==> src/rtl/iiws_pkg.sv <==
// Shared types and constants of the integral image block with squared sums.
// No dependencies; iiws_front, iiws_back and the top level import this package.
package iiws_pkg;

   localparam int PIXEL_W     = 8;
   localparam int SQ_PIXEL_W  = 16;
   localparam int SIZE_W      = 11;
   localparam int AREA_W      = 28;
   localparam int SQUARE_W    = 36;
   localparam int ABOVE_SQ_W  = 37;
   localparam int ROW_W       = 18;
   localparam int ROW_SQ_W    = 26;
   localparam int CSR_INDEX_W = 2;

   localparam int QUEUE_DEPTH = 4;
   localparam int QCOUNT_W    = $clog2(QUEUE_DEPTH) + 1;

   localparam logic [SIZE_W-1:0] WIDTH_RESET  = 11'd640;
   localparam logic [SIZE_W-1:0] HEIGHT_RESET = 11'd480;

   typedef enum logic [CSR_INDEX_W-1:0] {
      CSR_IMAGE_WIDTH  = 2'd0,
      CSR_IMAGE_HEIGHT = 2'd1
   } csr_index_type;

   typedef struct packed {
      logic                first_row;
      logic                last;
      logic [ROW_W-1:0]    row_sum;
      logic [ROW_SQ_W-1:0] row_square_sum;
   } work_type;

   typedef struct packed {
      logic [AREA_W-1:0]   area_sum;
      logic [SQUARE_W-1:0] square_sum;
      logic                frame_end;
   } result_type;

endpackage

==> src/rtl/iiws_front.sv <==
// Front part: size registers, column and row counters, running row sums.
// Classifies each pixel word (first row, frame end). Uses iiws_pkg.
module iiws_front import iiws_pkg::*; #(
   parameter int MAX_WIDTH = 1024,
   parameter int MAX_HEIGHT = 1024,
   localparam int ColW = $clog2(MAX_WIDTH),
   localparam int RowW = $clog2(MAX_HEIGHT)
) (
   input  logic                   clock,
   input  logic                   reset,
   input  logic                   csr_write_en,
   input  logic [CSR_INDEX_W-1:0] csr_index,
   input  logic [SIZE_W-1:0]      csr_data,
   input  logic                   push,
   input  logic [PIXEL_W-1:0]     pixel,
   input  logic                   queue_full,
   output logic                   queue_push,
   output logic [ColW-1:0]        work_col,
   output work_type               work
);

   localparam int WW = ($clog2(MAX_WIDTH + 1) > SIZE_W) ? $clog2(MAX_WIDTH + 1) : SIZE_W;
   localparam int HW = ($clog2(MAX_HEIGHT + 1) > SIZE_W) ? $clog2(MAX_HEIGHT + 1) : SIZE_W;

   logic [SIZE_W-1:0]     width_ff, height_ff;
   logic [ColW-1:0]       col_ff, col_in;
   logic [RowW-1:0]       row_ff, row_in;
   logic [ROW_W-1:0]      row_sum_ff, row_sum_in;
   logic [ROW_SQ_W-1:0]   row_sq_ff, row_sq_in;
   logic [WW-1:0]         width_use, col_next;
   logic [HW-1:0]         height_use, row_next;
   logic [SQ_PIXEL_W-1:0] pixel_sq;
   logic [ROW_W-1:0]      sum_next;
   logic [ROW_SQ_W-1:0]   sq_next;
   logic                  accept, row_end, last;

   always_ff @(posedge clock) begin
      if (reset) begin
         width_ff  <= WIDTH_RESET;
         height_ff <= HEIGHT_RESET;
      end else if (csr_write_en) begin
         case (csr_index_type'(csr_index))
            CSR_IMAGE_WIDTH: begin
               width_ff <= csr_data;
            end
            CSR_IMAGE_HEIGHT: begin
               height_ff <= csr_data;
            end
            default: begin
            end
         endcase
      end
   end

   always_comb begin
      if (width_ff == '0) begin
         width_use = WW'(1);
      end else if (WW'(width_ff) > WW'(MAX_WIDTH)) begin
         width_use = WW'(MAX_WIDTH);
      end else begin
         width_use = WW'(width_ff);
      end
      if (height_ff == '0) begin
         height_use = HW'(1);
      end else if (HW'(height_ff) > HW'(MAX_HEIGHT)) begin
         height_use = HW'(MAX_HEIGHT);
      end else begin
         height_use = HW'(height_ff);
      end

      accept   = push && !queue_full;
      pixel_sq = SQ_PIXEL_W'(pixel) * SQ_PIXEL_W'(pixel);
      sum_next = row_sum_ff + ROW_W'(pixel);
      sq_next  = row_sq_ff + ROW_SQ_W'(pixel_sq);
      col_next = WW'(col_ff) + WW'(1);
      row_next = HW'(row_ff) + HW'(1);
      row_end  = (col_next >= width_use);
      last     = row_end && (row_next >= height_use);

      col_in     = col_ff;
      row_in     = row_ff;
      row_sum_in = row_sum_ff;
      row_sq_in  = row_sq_ff;
      if (accept) begin
         if (row_end) begin
            col_in     = '0;
            row_sum_in = '0;
            row_sq_in  = '0;
            row_in     = last ? '0 : RowW'(row_ff + RowW'(1));
         end else begin
            col_in     = ColW'(col_ff + ColW'(1));
            row_sum_in = sum_next;
            row_sq_in  = sq_next;
         end
      end

      queue_push          = accept;
      work_col            = col_ff;
      work.first_row      = (row_ff == '0);
      work.last           = last;
      work.row_sum        = sum_next;
      work.row_square_sum = sq_next;
   end

   always_ff @(posedge clock) begin
      if (reset) begin
         col_ff     <= '0;
         row_ff     <= '0;
         row_sum_ff <= '0;
         row_sq_ff  <= '0;
      end else begin
         col_ff     <= col_in;
         row_ff     <= row_in;
         row_sum_ff <= row_sum_in;
         row_sq_ff  <= row_sq_in;
      end
   end

endmodule

==> config.mk <==
export PLATFORM = sky130hd
export DESIGN_NAME = iiws_front
export DESIGN_NICKNAME = d
export VERILOG_FILES = /design/src/rtl/iiws_pkg.sv /design/src/rtl/iiws_front.sv
export SDC_FILE = /design/constraint.sdc
export NUM_CORES = 1
export LEC_CHECK = 0
export BUFFER_PORTS_ARGS = -buffer_cell sky130_fd_sc_hd__buf_2
export CORE_AREA = 5 5 142 199
export DETAILED_ROUTE_END_ITERATION = 16
export DIE_AREA = 0 0 147 204
export SYNTH_ARGS = -nofsm -noshare
export SYNTH_HDL_FRONTEND = slang
export SYNTH_SLANG_ARGS = --single-unit
export TNS_END_PERCENT = 100
==> constraint.sdc <==
create_clock -name clock -period 11 [get_ports clock]
set_clock_uncertainty 0.1 [all_clocks]
set_input_delay 0 -clock clock [delete_from_list [all_inputs] [get_ports clock]]
set_output_delay 0 -clock clock [all_outputs]
set_load 0.005 [all_outputs]
After elaboration in Yosys (flattened, before gate mapping)
Index checks and enable logic that the tools add are counted.

Output and inout port bits: 57. Latch bits: 0. Bits in writable memories: 0. Register bits: 86. Memories kept: 0. Word-level logic and storage cells: 36. ROM bits: 0. Input port bits: 26.

Bitwise logic cells: 0. Divide/modulo/power cells: 0. Shifts and indexed selects: 0. $add $sub $neg: 6. Order comparisons: 4. Multipliers: 1. Eq/ne operators: 1. Multiplexer cells: 8. Reduce and logical (&&, ||, !) cells: 10.

Operator list (count): $mux W11 (4); $add A26 B16 Y26 (1); $mux W26 (1); $add A10 B1 Y11 const B (2); $ge A11 B11 Y1 (2); $gt A11 B11 Y1 const B (2); $logic_not A11 Y1 (2); $add A10 B1 Y10 const B (2); $mux W10 (2); $add A18 B8 Y18 (1); $mux W18 (1); $mul A8 B8 Y16 (1); $logic_not A10 Y1 (1); $reduce_and A2 Y1 (3); $eq A2 B1 Y1 const B (1); $logic_and A1 B1 Y1 (2); $logic_not A2 Y1 (1); $logic_not A1 Y1 (1).

Logic depth before layout (Yosys ltp)
Word-level depth: 6. Gate-level depth with buffers: 18.

Worst setup path before layout
Ideal clock, no wire load.

Path type: input port to flip-flop. Start: input port pixel[6]. End: register row_sq_ff[20]. Data arrival time: 4129 ps. Cell stages on the path: 15. Slack: 6649 ps. Required time: 10778 ps. Library setup time: 122 ps. Buffers on the path: 1. Path through: clkbuf_1 and2_1 fa_1 fa_1 fa_1 inv_1 fa_1 inv_1 ha_1 a21oi_1 o211ai_1 a221o_2 o21ai_1 nor4b_1 a311o_1.

Word-level cells in the longest chain between the ends: 3.

Ends and longest elaborated chain: start: declaration (line iiws_front.sv:15) `input logic [PIXEL_W-1:0] pixel,`; $mul A8 B8 Y16 (line iiws_front.sv:72) `pixel_sq = SQ_PIXEL_W'(pixel) * SQ_PIXEL_W'(pixel);`; $add A26 B16 Y26 (line iiws_front.sv:74) `sq_next = row_sq_ff + ROW_SQ_W'(pixel_sq);`; $mux W26 (line iiws_front.sv:85) `if (row_end) begin`; end signal: assignment (line iiws_front.sv:115) `row_sq_ff <= row_sq_in;`; end: declaration (line iiws_front.sv:29) `logic [ROW_SQ_W-1:0] row_sq_ff, row_sq_in;`.

No other way between the ends. A chain may end at the register's enable or synchronous reset.

==> results by group <==
Logic synthesis
  • Post-synth top area share: 0.230
  • Register area share after synthesis: 0.230
  • Cells after Synth: 934
  • Synth warn: 0
  • Main synth FF type: dfxtp_1
  • Number of synthesized register bits: 86
  • Syn_area_per_cell: 8.01 um^2
  • Post-synthesis async set-or-reset flop share: 0
  • Synthesized cell area: 0.00748 mm^2
  • Synth area leaders: dfxtp_1 23%, ha_1 13%, fa_1 10%, nand2_1 6.6%, inv_1 4.6%
  • Synthesized Nets: 1074
  • Dominant cell type by area after synthesis: dfxtp_1
  • EDFF count, synth: 0
  • Number of library cell types mapped by synthesis: 73

Routing
  • Starting DRT DRC Count: 272
  • Routed WL per cell: 16.2 um
  • Antenna-violating nets left: 0
  • DRC: 0
  • Total routed wirelength: 21800 um
  • Via total after detailed routing: 6822
  • DRT Pass-1 Iters: 5
  • Vias per cell: 5.08

CTS
  • H-tree depth: 3
  • Root buf cell: clkbuf_16
  • Post-CTS Setup Bufs: 0
  • Clk_lat worst skew: 350 ps
  • Total clock sinks: 86
  • CTS tree: done
  • Clk buf depth: 2
  • Clock slew at reported path FFs: 70 ps
  • TritonCTS buffer count: 9

Critical path
  • Nature of the critical path startpoint: flip-flop
  • WP data required: 10900 ps
  • WS Path Type: reg2out
  • CP endpoint kind: output port
  • Critical-path maximum fanout: 7
  • Crit-path leading delay family: adder cells
  • RR Startpoint: row_sq_ff[7]
  • Crit-path cells: inv_1 > fa_1 > inv_1 > fa_1 > fa_1 > fa_1 > ha_1 > a21o_1 > a221o_2 > o21ai_1 > nor2_1 > xor2_1 > buf_2
  • CP peak stage delay: 530 ps
  • Crit path buffers/inverters: 3
  • Slowest cell on crit path: fa_1
  • R2R setup slack: 6470 ps
  • Crit path top cell by count: fa_1
  • R2R cell count: 12
  • Worst Path Arrival: 4750 ps
  • FF-to-FF End: row_sq_ff[20]

STA
  • Relative slew slack: 0.251
  • Endpoints failing hold: 0
  • Final setup TNS: 0 ps
  • Min Tclk post-route: 4850 ps
  • RSZ-0062 raised after global routing: no
  • Final setup vio count: 0
  • Worst-Margin Slew: 1120 ps
  • Hold WS: 119 ps
  • Fin crit share: 0.441
  • PnR worst setup slack: 6150 ps
  • Max Slew Vio Count: 0
  • Fmax: 206 MHz

Die
  • Chip height: 204 um
  • Die area: 0.0300 mm^2
  • Die width: 147 um
  • Initial core utilization: 0.284
  • # rows: 71
  • I/O Pins: 83
  • Core area: 0.0264 mm^2

Pwr
  • Pwr/cell area: 176 mW/mm^2
  • Leak: 0.00398 uW
  • Register share of total power: 0.228
  • Sw Ratio: 0.441
  • Logic gate share of total power: 0.577
  • Clock power frac: 0.195
  • Net switching power: 670 uW
  • Power Internal: 850 uW
  • Worst vdd ir: 0.0832 mV

Finish
  • Syn-to-layout area delta: 15.3%
  • Nets: 1151
  • Layout Cells excl Fill: 1343
  • Layout cells sized above 1: 0.119
  • Finished Cell Area: 0.00863 mm^2

Global route
  • First-pass GRT wire length: 35600 um
  • Vias in the first global route: 6977
  • Initial antenna violation count: 1
  • Grt total ovfl: 0
  • Tot GR Track Use: 0.147
  • Largest net degree at the start of global routing: 67

Placement
  • Worst slack at placement: 6320 ps
  • Routability Congestion: 0.864
  • IO buf count: 82
  • Dpl hpwl: 16400 um
  • Cells after DPL: 1312
  • Post-DP Area: 0.00820 mm^2

Status
  • Run status: complete, no violations

Hold path
  • Worst Hold Class: in2reg
  • Hold Crit Start: csr_write_en
  • Hold endpoint: width_ff[10]
  • Worst hold stages: 4

Flow run
  • Max Cap Viol: 0
[power groups by stage]
stage,clock [uW],sequential [uW],combinational [uW]
after floorplan,0,348,598
after global placement,0,353,879
after detailed placement,0,354,885
after CTS,310,347,895
after global routing,320,349,1000
final,297,346,876
[flip-flops by register name (all words and copies together) (netlist names)]
register and flops:
height_ff 11, row_ff 10, row_sq_ff 26, work_col 10
row_sum_ff 18, width_ff 11
[timing repair]
action,in CTS,in global routing
gates resized for setup,0,0
endpoints found under the hold margin,22,0
hold buffers,16,0
[synth_stat cells (17+ instances only)]
| master | number |
|---|---|
| nand2_1 | 131 |
| inv_1 | 92 |
| dfxtp_1 | 86 |
| ha_1 | 76 |
| a21oi_1 | 54 |
| nor2_1 | 52 |
| nand3_1 | 47 |
| fa_1 | 38 |
| xnor2_1 | 37 |
| clkbuf_1 | 27 |
| o21ai_0 | 26 |
| and2_1 | 23 |
| a21o_1 | 17 |
[layout by cell type (no fill, tap or decap), types with 23 or more instances in the layout]
cell type    n
nand2_1    131
nor2_1      52
xnor2_1     37
buf_2       82
nand3_1     47
o21ai_0     26
fa_1        38
ha_1        76
inv_1       92
a21oi_1     54
dfxtp_1     86
and2_1      23
[worst min-delay path: cells and delay by family]
kind,cells,cell delay [ps]
and+or+nand+nor,2,350
buffers and inverters,1,120
AOI/OAI and AO/OA,1,50
[per-stage QoR]
stage / power, uW / utilization
6_report: 1520 / 0.327
4_1_cts: 1550 / 0.327
3_3_place_gp: 1230 / 0.311
5_1_grt: 1670 / 0.327
3_5_place_dp: 1240 / 0.311
2_1_floorplan: 946 / -
[worst max path at each step]
stage          cells after the start  slack [ps]            end         start
3_5_place_dp                      14        6320  row_sq_ff[16]      pixel[0]
6_report                          13        6150       work[24]  row_sq_ff[7]
2_1_floorplan                     15        6650  row_sq_ff[20]      pixel[6]
5_1_grt                           16        5890       work[24]  row_sq_ff[4]
4_1_cts                           12        6090       work[16]  row_sq_ff[7]
3_3_place_gp                      15        6360  row_sq_ff[16]      pixel[2]
[area by class of cell]
| class | instances | area (um^2) |
|---|---|---|
| inverters | 94 | 353 |
| well taps | 328 | 410 |
| repair buffers | 106 | 631 |
| fillers | 2792 | 17800 |
| clock buffers | 10 | 239 |
| diodes | 1 | 2.50 |
| clock inverters | 4 | 32.5 |
| flip-flops and latches | 86 | 1720 |
| multi-input cells | 714 | 5240 |
[routing by layer]
metal | GRT usage | part of all wire
met1 | 0.160 | 0.40
met2 | 0.285 | 0.54
met3 | 0.0222 | 0.038
met4 | 0.0530 | 0.024
met5 | 0 | 0
[cells by family (layout without fill, tap and decap cells)]
kind of cell             Yosys count  in the layout  synth area share
XOR/XNOR                          50             50            0.0585
AO/OA/AOI/OAI                    190            190             0.170
multiplexers                       2              2           0.00268
AND/OR/NAND/NOR                  358            358             0.239
adder cells (fa/ha/maj)          114            114             0.229
flip-flops                        86             86             0.230
buffers and inverters            134            214            0.0707
other                              0              1                 0
Note: power is estimated with default switching activity, not from simulation.
