<file path="src/rtl/iiws_fifo.sv">
// Small register queue used between front and back and at the result side.
// Depends on nothing; DEPTH must be a power of two.
module iiws_fifo #(
   parameter int WIDTH = 8,
   parameter int DEPTH = 4,
   localparam int PtrW = $clog2(DEPTH),
   localparam int CountW = PtrW + 1
) (
   input  logic              clock,
   input  logic              reset,
   input  logic              push,
   input  logic [WIDTH-1:0]  data_in,
   input  logic              pop,
   output logic [WIDTH-1:0]  data_out,
   output logic              full,
   output logic              empty,
   output logic [CountW-1:0] count
);

   logic [WIDTH-1:0] mem_ff [DEPTH];
   logic [PtrW:0]    wr_ptr_ff, wr_ptr_in;
   logic [PtrW:0]    rd_ptr_ff, rd_ptr_in;
   logic             do_push, do_pop;

   always_comb begin
      count     = CountW'(wr_ptr_ff - rd_ptr_ff);
      full      = (count == CountW'(DEPTH));
      empty     = (count == '0);
      do_push   = push && !full;
      do_pop    = pop && !empty;
      wr_ptr_in = do_push ? wr_ptr_ff + 1'b1 : wr_ptr_ff;
      rd_ptr_in = do_pop ? rd_ptr_ff + 1'b1 : rd_ptr_ff;
      data_out  = mem_ff[rd_ptr_ff[PtrW-1:0]];
   end

   always_ff @(posedge clock) begin
      if (reset) begin
         wr_ptr_ff <= '0;
         rd_ptr_ff <= '0;
      end else begin
         wr_ptr_ff <= wr_ptr_in;
         rd_ptr_ff <= rd_ptr_in;
      end
   end

   always_ff @(posedge clock) begin
      if (do_push) begin
         mem_ff[wr_ptr_ff[PtrW-1:0]] <= data_in;
      end
   end

endmodule

</file>
<file path="config.mk">
export PLATFORM = sky130hd
export DESIGN_NAME = iiws_fifo
export DESIGN_NICKNAME = d
export VERILOG_FILES = /design/src/rtl/iiws_fifo.sv
export SDC_FILE = /design/constraint.sdc
export NUM_CORES = 1
export LEC_CHECK = 0
export BUFFER_PORTS_ARGS = -buffer_cell sky130_fd_sc_hd__buf_2
export CORE_ASPECT_RATIO = 1.4
export CORE_MARGIN = 1.5
export CORE_UTILIZATION = 44
export DETAILED_ROUTE_END_ITERATION = 10
export PLACE_DENSITY = 0.67
export SLEW_MARGIN = 20
export SYNTH_ARGS = -nofsm -noshare
export SYNTH_HDL_FRONTEND = slang
export SYNTH_SLANG_ARGS = --single-unit
</file>
<file path="constraint.sdc">
create_clock -name clock -period 2.3 [get_ports clock]
set_input_delay 0.115 -clock clock [delete_from_list [all_inputs] [get_ports clock]]
set_output_delay 0.115 -clock clock [all_outputs]
set_load 0.01 [all_outputs]
</file>
Yosys cells after proc, flatten, opt, wreduce, memory -nomap -nowiden
Memory sizes are Yosys's and may differ from the RTL's. A register that Yosys moved wholly into a read port is not among the register bits.
Index checks and enable logic that the tools add are counted.

storage, ports and cells
  flip-flop bits (word level) = 6
  RAM bits = 32
  memories = 1

operators by class
  add/subtract/negate cells = 3
  equality and inequality tests = 1
  multiplexer cells = 4
  reductions and logical operators = 5

memories
  name    words  bits a word  rd ports  clocked after memory_dff  write ports  RTL line  RTL
  mem_ff  4      8            1         1                         1            20        logic [WIDTH-1:0] mem_ff [DEPTH];

operators with widths
  operator                                      count
  adder 3 x 1 -> 3 bit (second input constant)  2
  two-way mux 2 bit                             2
  == test 3 bit (second input constant)         1
  logical NOT 3 bit                             1
  subtractor 3 bit                              1
  logical AND 1 bit                             2
  logical NOT 1 bit                             2
  two-way mux 1 bit                             2

Depth between registers and ports, before layout
Gate-level depths: netlist of run 1.

  depth in word-level cells = 6
  depth in mapped cells = 6

Worst setup path after synthesis of run 1
Ideal clock, no wire load.

  path kind = flip-flop to flip-flop
  start point = reg wr_ptr_ff[0]
  end point = mem mem_ff[3][0] (enable)
  arrival time = 1.828 ns
  required time = 1.968 ns
  path slack = 0.141 ns
  stages on the path, launching flop included = 7
  path buffers = 0
  cells stage by stage = dfxtp_1 -> inv_1 -> ha_1 -> fa_1 -> xnor3_2 -> o21a_1 -> and2_1

between the ends
  cells in the longest elaborated chain, start to end = 6

RTL lines
  what                                     RTL line  RTL
  start, declared                          21        logic [PtrW:0] wr_ptr_ff, wr_ptr_in;
  start signal, assigned                   41        wr_ptr_ff <= wr_ptr_in;
  subtractor 3 bit                         26        count = CountW'(wr_ptr_ff - rd_ptr_ff);
  == test 3 bit                            27        full = (count == CountW'(DEPTH));
  logical NOT 1 bit                        29        do_push = push && !full;
  logical AND 1 bit                        29
  two-way mux 1 bit                        47        if (do_push) begin
  two-way mux 1 bit (implied by the code)  48        mem_ff[wr_ptr_ff[PtrW-1:0]] <= data_in;
  end, declared                            20

Several ways; a longest one is shown, not always the timed one.

Worst setup path after layout of run 1
  start point = reg wr_ptr_ff[0]
  end point = mem mem_ff[3][4] (enable)

Same word-level chain as after synthesis.

==> results of run 1 <==
stage by stage:
stage                     setup slack [ps]  area (um^2)
after floorplan                      140.8         1679
after global placement               212.4         1909
after detailed placement             142.5         1909
after CTS                            119.7         2017
after global routing                 6.940         2017
final                                126.3         2017
worst max path at each step:
| stage | startpoint | to | slack, ps | cells past startpoint |
|---|---|---|---|---|
| floorplan | wr_ptr_ff[0] | mem_ff[3][0] | 140 | 6 |
| global route | wr_ptr_ff[0] | mem_ff[3][2] | 7 | 6 |
| global placement | wr_ptr_ff[0] | mem_ff[3][7] | 210 | 6 |
| detailed placement | wr_ptr_ff[0] | mem_ff[3][5] | 140 | 6 |
| CTS | wr_ptr_ff[0] | mem_ff[3][2] | 120 | 6 |
| finish | wr_ptr_ff[0] | mem_ff[3][4] | 130 | 6 |
layer usage:
metal / vias to the layer above / global-route usage (%) / part of all wire, %
met5: - / 0 / 0
met1: 462 / 15.30 / 37
li1: 433 / - / -
met3: 7 / 4.754 / 5.5
met2: 25 / 27.26 / 56
met4: 0 / 5.854 / 1.6
area by class of cell:
cell class / count / area, um^2
clock inverters: 2 / 35.03
clock buffers: 6 / 72.57
flip-flops and latches: 40 / 1121
repair buffers: 30 / 190.2
multi-input cells: 47 / 515.5
well taps: 42 / 52.55
fillers: 287 / 1627
inverters: 8 / 30.03
sequential cells by signal, indices dropped and copies added (netlist names), named ones only:
name	count
mem_ff	32
rd_ptr_ff	3
wr_ptr_ff	3
kinds of logic (layout without fill, tap and decap cells):
logic type | count (synthesis) | in the layout | share of synthesized area, %
AO/OA/AOI/OAI | 5 | 5 | 3.056
adder cells (fa/ha/maj) | 7 | 7 | 5.663
AND/OR/NAND/NOR | 20 | 20 | 5.738
buffers and inverters | 11 | 46 | 2.533
XOR/XNOR | 1 | 1 | 1.416
multiplexers | 14 | 14 | 14.83
flip-flops | 40 | 40 | 66.77
synth_stat cells (all sizes together):
master  instances  area, um^2
mux2            4       48.79
a31oi           2       27.53
nand2           6       22.52
ha              6       75.07
nor2b           2       12.51
fa              1       20.02
mux2i           2       20.02
nand4           1       6.260
nor2            6       22.52
clkbuf          1       3.750
a211o           1       8.760
buf             2       8.750
or4             1       7.510
edfxtp         32       960.9
and2            4       25.02
xnor3           1       23.77
inv             8       30.03
o21a            1       7.510
dfxtp           8       160.2
mux4            8       180.2
o211ai          1       7.510
critical path, stage by stage (launching register included):
cell and delay [ps]:
dfxtp_1 330, inv_1 80, ha_1 210, fa_1 380
xnor3_2 240, o21a_1 200, and2_1 400
power groups by stage:
stage / logic (uW) / clock network [uW] / registers (uW)
after floorplan: 522 / 0 / 951
after global routing: 865 / 592 / 1000
after CTS: 810 / 561 / 994
after detailed placement: 805 / 0 / 1010
after global placement: 785 / 0 / 1000
final: 802 / 552 / 987
==> impl_summary.md, run 1 <==
Finish
The ratio of cells with drive above 1 in the final layout is 38.35%. The number of nets in the final layout is 151. The signed area change from the synthesized netlist to the final layout is 20.12%.

For this run, the share of the core covered by cells in the final layout is 55.36%. The antenna diode count is 0. The library cell used most frequently in the layout, excluding fill and tap cells, is edfxtp_1. The final non-filler cell total is 175.

Leaving out fill and tap cells, the most frequent cells in the layout are 32 x edfxtp_1, 24 x buf_2, 8 x inv_1, 8 x mux4_2, 8 x dfxtp_1.

Hold path
The worst hold path cell count is 1. The kind of path behind the tightest hold check is input pin to flip-flop. The hold path startpoint is data_in[2]. The path with the worst hold slack has its endpoint at mem_ff[0][2].

Die
The die covers 0.004201 mm^2. The number of I/O pins is 25. The starting density of the core is 46.09%. The number of rows created at floorplan is 26. The die is 76.10 um tall. The core area is 0.003643 mm^2. The die is 55.21 um wide.

Synthesis
The share of the yosys chip area belonging to registers is 66.77%. The cell area that synthesis handed to floorplanning was 0.001679 mm^2. Synthesis inferred 40 register bits. The count of distinct cell types in the synthesized netlist is 24. Synthesis produced a netlist with a net count of 117. Synthesis produced 98 cells. In this run the mean area of a mapped cell was 17.13 um^2. During synthesis, Yosys emitted a total of 0 warnings.

Place
At the end of routability-driven placement, the weighted congestion stood at 0.7694. The placed instance count is 167. Port buffering added 24 buffers. The placed wire-length estimate after detailed placement is 2.174 mm.

Global route
The total routing usage reported by global routing is 14.86%. The global-route wire length before repair is 4.657 mm. The initial antenna violation count is 0.

The via count of the first global-routing pass is 958. The pin count of the biggest net entering global routing is 13. The residual overflow from global routing is 0.

STA
The number of hold violations in the final report was 0. The transition time at the pin with the least slew margin is 556.0 ps. The routed design could run at a clock period as short as 2174 ps. In the finished design, the share of the clock period the worst path needs comes to 94.51%. Headroom to the max-slew limit came out at 62.88%. The final-report setup violation count is 0. The total count of max-transition violations in the final report was 0. Setup repair after global routing left no endpoint under its margin. The post-route worst hold slack is 41.40 ps. The setup total negative slack is 0 ps. Based on the critical path, the design can be clocked at up to 460.1 MHz. The post-route clock skew is 5.930 ps.

Pwr
The worst IR drop on VDD is 0.5751 mV. The switching component of the power is 698.6 uW. The overall power consumption is 2340 uW. The share of total power dissipated in the clock network is 23.6%. The relative contribution of sequential cells to total power is 42.2%.

The share of power burned in combinational logic is 34.3%. The cell leakage power is 0.0007769 uW. The net switching fraction of the power is 29.86%. Cell internal power was estimated by the tool at 1641 uW. Dividing total power by cell area gives a power density of 1160 mW/mm^2.

Critical path
For the worst setup path, the data arrival time is 2120 ps. In this run the worst path has a maximum fanout of 8. The setup check on the worst reg-to-reg path leaves a slack of 130 ps. The startpoint type of the worst setup path is a flip-flop.

The startpoint of the worst-slack reg-to-reg timing path is wr_ptr_ff[0]. STA classifies the critical path endpoint as a flip-flop. The endpoint of the most critical register-to-register path is mem_ff[3][4]. The worst setup path is of the flip-flop to flip-flop kind. The cell depth of the worst flop-to-flop path is 6.

The data required time of the critical path is 2240 ps.

Status
The flow ran to the end, and the final reports show no timing, DRC or antenna violations.

Detailed routing
The vias per cell is 5.297. The total routed wirelength is 2.923 mm. For this block, the via count after detailed routing is 927.

In this run, the number of DRC markers left after iteration 0 of detailed routing was 30. The routed length per placed instance is 16.70 um. The DRC violation count after routing is 0. Once detail routing completed, the nets flagged for antenna violations numbered 0. The first detailed-routing pass ran for 4 iterations.

Clocking
In this run, post-CTS repair resized a total of 0 instances. The clock insertion delay at the later pin of the skew report is 280 ps. The buffers inserted during post-CTS setup optimization is 0. The cts-stage hold buffer count is 0. TritonCTS built the clock tree. The clock-pin slew on the worst setup and hold paths is 70 ps.

The clock sink count is 40. The H-tree generated during clock tree synthesis spans 2 levels. The maximum clock path buffer count is 2. The tree is rooted in a clkbuf_8. The clock buffer count from CTS is 5.

Flow run
Across the run, the number of max-cap violations was 0.
Power figures use the tool's default switching activity.
==> run 2, diff against run 1 <==
--- a/config.mk
+++ b/config.mk
@@ -6,11 +6,13 @@
 export NUM_CORES = 1
 export LEC_CHECK = 0
 export BUFFER_PORTS_ARGS = -buffer_cell sky130_fd_sc_hd__buf_2
+export CELL_PAD_IN_SITES_DETAIL_PLACEMENT = 1
+export CELL_PAD_IN_SITES_GLOBAL_PLACEMENT = 1
 export CORE_ASPECT_RATIO = 1.4
 export CORE_MARGIN = 1.5
-export CORE_UTILIZATION = 44
+export CORE_UTILIZATION = 42
 export DETAILED_ROUTE_END_ITERATION = 10
-export PLACE_DENSITY = 0.67
+export PLACE_DENSITY_LB_ADDON = 0.1
 export SLEW_MARGIN = 20
 export SYNTH_ARGS = -nofsm -noshare
 export SYNTH_HDL_FRONTEND = slang
==> run 2 against run 1 <==
Count of clock-buffer cells in the layout decreased by 1. Sequential share of layout area is 0.52 points higher. Total power decreased by 4.4%. Fmax is 0.81% higher. Wire length up 1.9%.
==> impl_summary.md, run 2 (synthesis gave the netlist of run 1 again) <==
Status
The flow ran to the end, and the final reports show no timing, DRC or antenna violations.

Global route
The via count of the first global-routing pass is 958. The first global-routing pass estimated 4.761 mm of wire. The pin count of the biggest net entering global routing is 14. The initial antenna violation count is 0. Global routing finished with a remaining overflow of 0. The total routing usage reported by global routing is 15.18%.

STA
The final-report setup violation count is 0. The setup total negative slack is 0 ps. The transition time at the pin with the least slew margin is 554.5 ps.

The highest achievable clock rate is 463.8 MHz. For the finished layout, the period the worst path requires is 2156 ps. The post-route worst hold slack is 44.05 ps. Headroom to the max-slew limit came out at 62.98%. Across the routed clock network, the largest skew measured is 6.809 ps. The number of hold violations in the final report is 0. The final critical path takes up 93.75% of the cycle.

The total count of max-transition violations in the final report was 0. Setup repair after global routing left no endpoint under its margin.

Place
The total of buffers placed on input and output ports is 24. The area of placed instances is 0.001911 mm^2. The placed wire-length estimate after detailed placement is 2.327 mm.

The routability congestion estimate is 0.7793. The placed instance count is 168.

Hold path
The kind of path behind the tightest hold check is input pin to flip-flop.

Clocking
The clock tree synthesis step divided the H-tree into 2 levels. The cts-stage hold buffer count is 0. The clock-pin slew on the worst setup and hold paths is 80 ps. Clock latency on the worst-skew pair, taken at its later pin, is 290 ps. The number of cells upsized or downsized after cts is 0. The buffers inserted during post-CTS setup optimization is 0. No sink is reached through more buffers than the 2 on the longest clock path. The tree built by TritonCTS fans out to 40 sinks. The clock tree from TritonCTS is built. The clock buffer count from CTS is 5. The buffer cell driving the clock tree root is clkbuf_8.

Finish
In the layout the commonest cells are 32 x edfxtp_1, 24 x buf_2, 8 x inv_1, 8 x mux4_2, 8 x dfxtp_1. The final non-filler cell area is 0.001998 mm^2. Leaving out filler cells and counting taps, the final layout contains 176. The repair_antennas step left the layout with diodes totalling 0. The post-layout utilization of the core is 51.43%. Leaving out fill and tap cells, the most frequent cell in the layout is edfxtp_1. Relative to the synthesized area, the layout overhead comes to 19.00%.

The flip-flop count of the largest register, all copies and words added is 32. After the last flow step, the layout net total stands at 151. Cells with a size suffix above 1 make up 39.10% of the layout.

Detailed routing
The total routed wirelength is 2.979 mm. The count of nets left with antenna violations once routing finished came out at 0. In the final routing, the length of wire on met1 measures 1.079 mm. The routed layout has 911 vias. The highest layer touched by signal routing is met4.

The routed length per placed instance is 16.93 um. The length of routed met2 wiring is 1.718 mm. The first routing iteration left 11 violations. The met3 wirelength from detailed routing is 118 um. The vias per cell is 5.176.

The count of TritonRoute iterations in the first routing pass is 2. The DRC violation count after routing is 0.

Die
In this run the vertical extent of the chip is 77.82 um. In this run the horizontal extent of the chip is 56.44 um. After floorplanning, the core was sized to cover 0.003885 mm^2. The floorplan step defined a die boundary enclosing 0.004392 mm^2. The number of I/O pins is 25. The floorplan has 27 rows.

The starting density of the core is 43.22%.

Critical path
The critical path is of the flip-flop to flip-flop type. The arrival time of data at the critical path endpoint is 2100 ps. The maximum net fanout on the critical path is 8. The startpoint type of the worst setup path is a flip-flop. The worst-case register-to-register setup slack is 140 ps. The data required time of the critical path is 2240 ps. The type of element capturing the critical path is a flip-flop.

Pwr
The switching component of the power is 707.9 uW. The share of power burned in combinational logic is 35.8%. The cell leakage power is 0.0007696 uW. The share of total power dissipated in sequential elements is 44.2%. For this design the ratio of total power to cell area is 1119 mW/mm^2. Of the total power, the share spent switching nets is 31.65%. The total internal power is 1529 uW. VDD sags by at most 0.7176 mV. Per report_power, the clock group accounts for 20.1% of the total.

Flow run
Max-cap violations in this run came to 0.
==> run 2: power groups by stage <==
| stage | Clock, uW | Sequential (uW) | Combinational [uW] |
|---|---|---|---|
| 2_1_floorplan | 0 | 951 | 522 |
| 6_report | 449 | 988 | 800 |
| 3_5_place_dp | 0 | 1010 | 817 |
| 3_3_place_gp | 0 | 1000 | 794 |
| 5_1_grt | 501 | 1010 | 870 |
| 4_1_cts | 468 | 995 | 818 |
==> run 2: area by class of cell <==
type | instances | area, um^2
fillers | 380 | 1887
inverters | 8 | 30.03
clock inverters | 3 | 18.77
repair buffers | 30 | 190.2
flip-flops and latches | 40 | 1121
well taps | 43 | 53.80
clock buffers | 5 | 68.82
multi-input cells | 47 | 515.5
==> run 2: layer usage <==
metal	track usage, %	vias up
met5	0	-
met4	7.143	0
met3	4.167	5
met2	28.60	25
met1	14.73	445
li1	-	436
==> run 2: final timing paths <==
path | from | end | cells past startpoint
worst max register to register | wr_ptr_ff[0] | mem_ff[3][1] | 6
worst min register to register | wr_ptr_ff[1] | wr_ptr_ff[1] | 2
worst max-delay path | wr_ptr_ff[0] | mem_ff[3][1] | 6
worst min-delay path | data_in[3] | mem_ff[1][3] | 1
==> run 2: critical path: stages, from the launching register on <==
cell and delay, ps:
dfxtp_1 330, inv_1 90, ha_1 220, fa_1 460
nand2_1 140, o21a_1 180, and2_1 390
==> run 2: stage by stage <==
| stage | power, uW | worst slack, ps |
|---|---|---|
| 6_report | 2237 | 143.7 |
| 5_1_grt | 2377 | 8.332 |
| 4_1_cts | 2281 | 114.5 |
| 3_5_place_dp | 1828 | 126.9 |
| 3_3_place_gp | 1797 | 198.6 |
| 2_1_floorplan | 1473 | 140.8 |
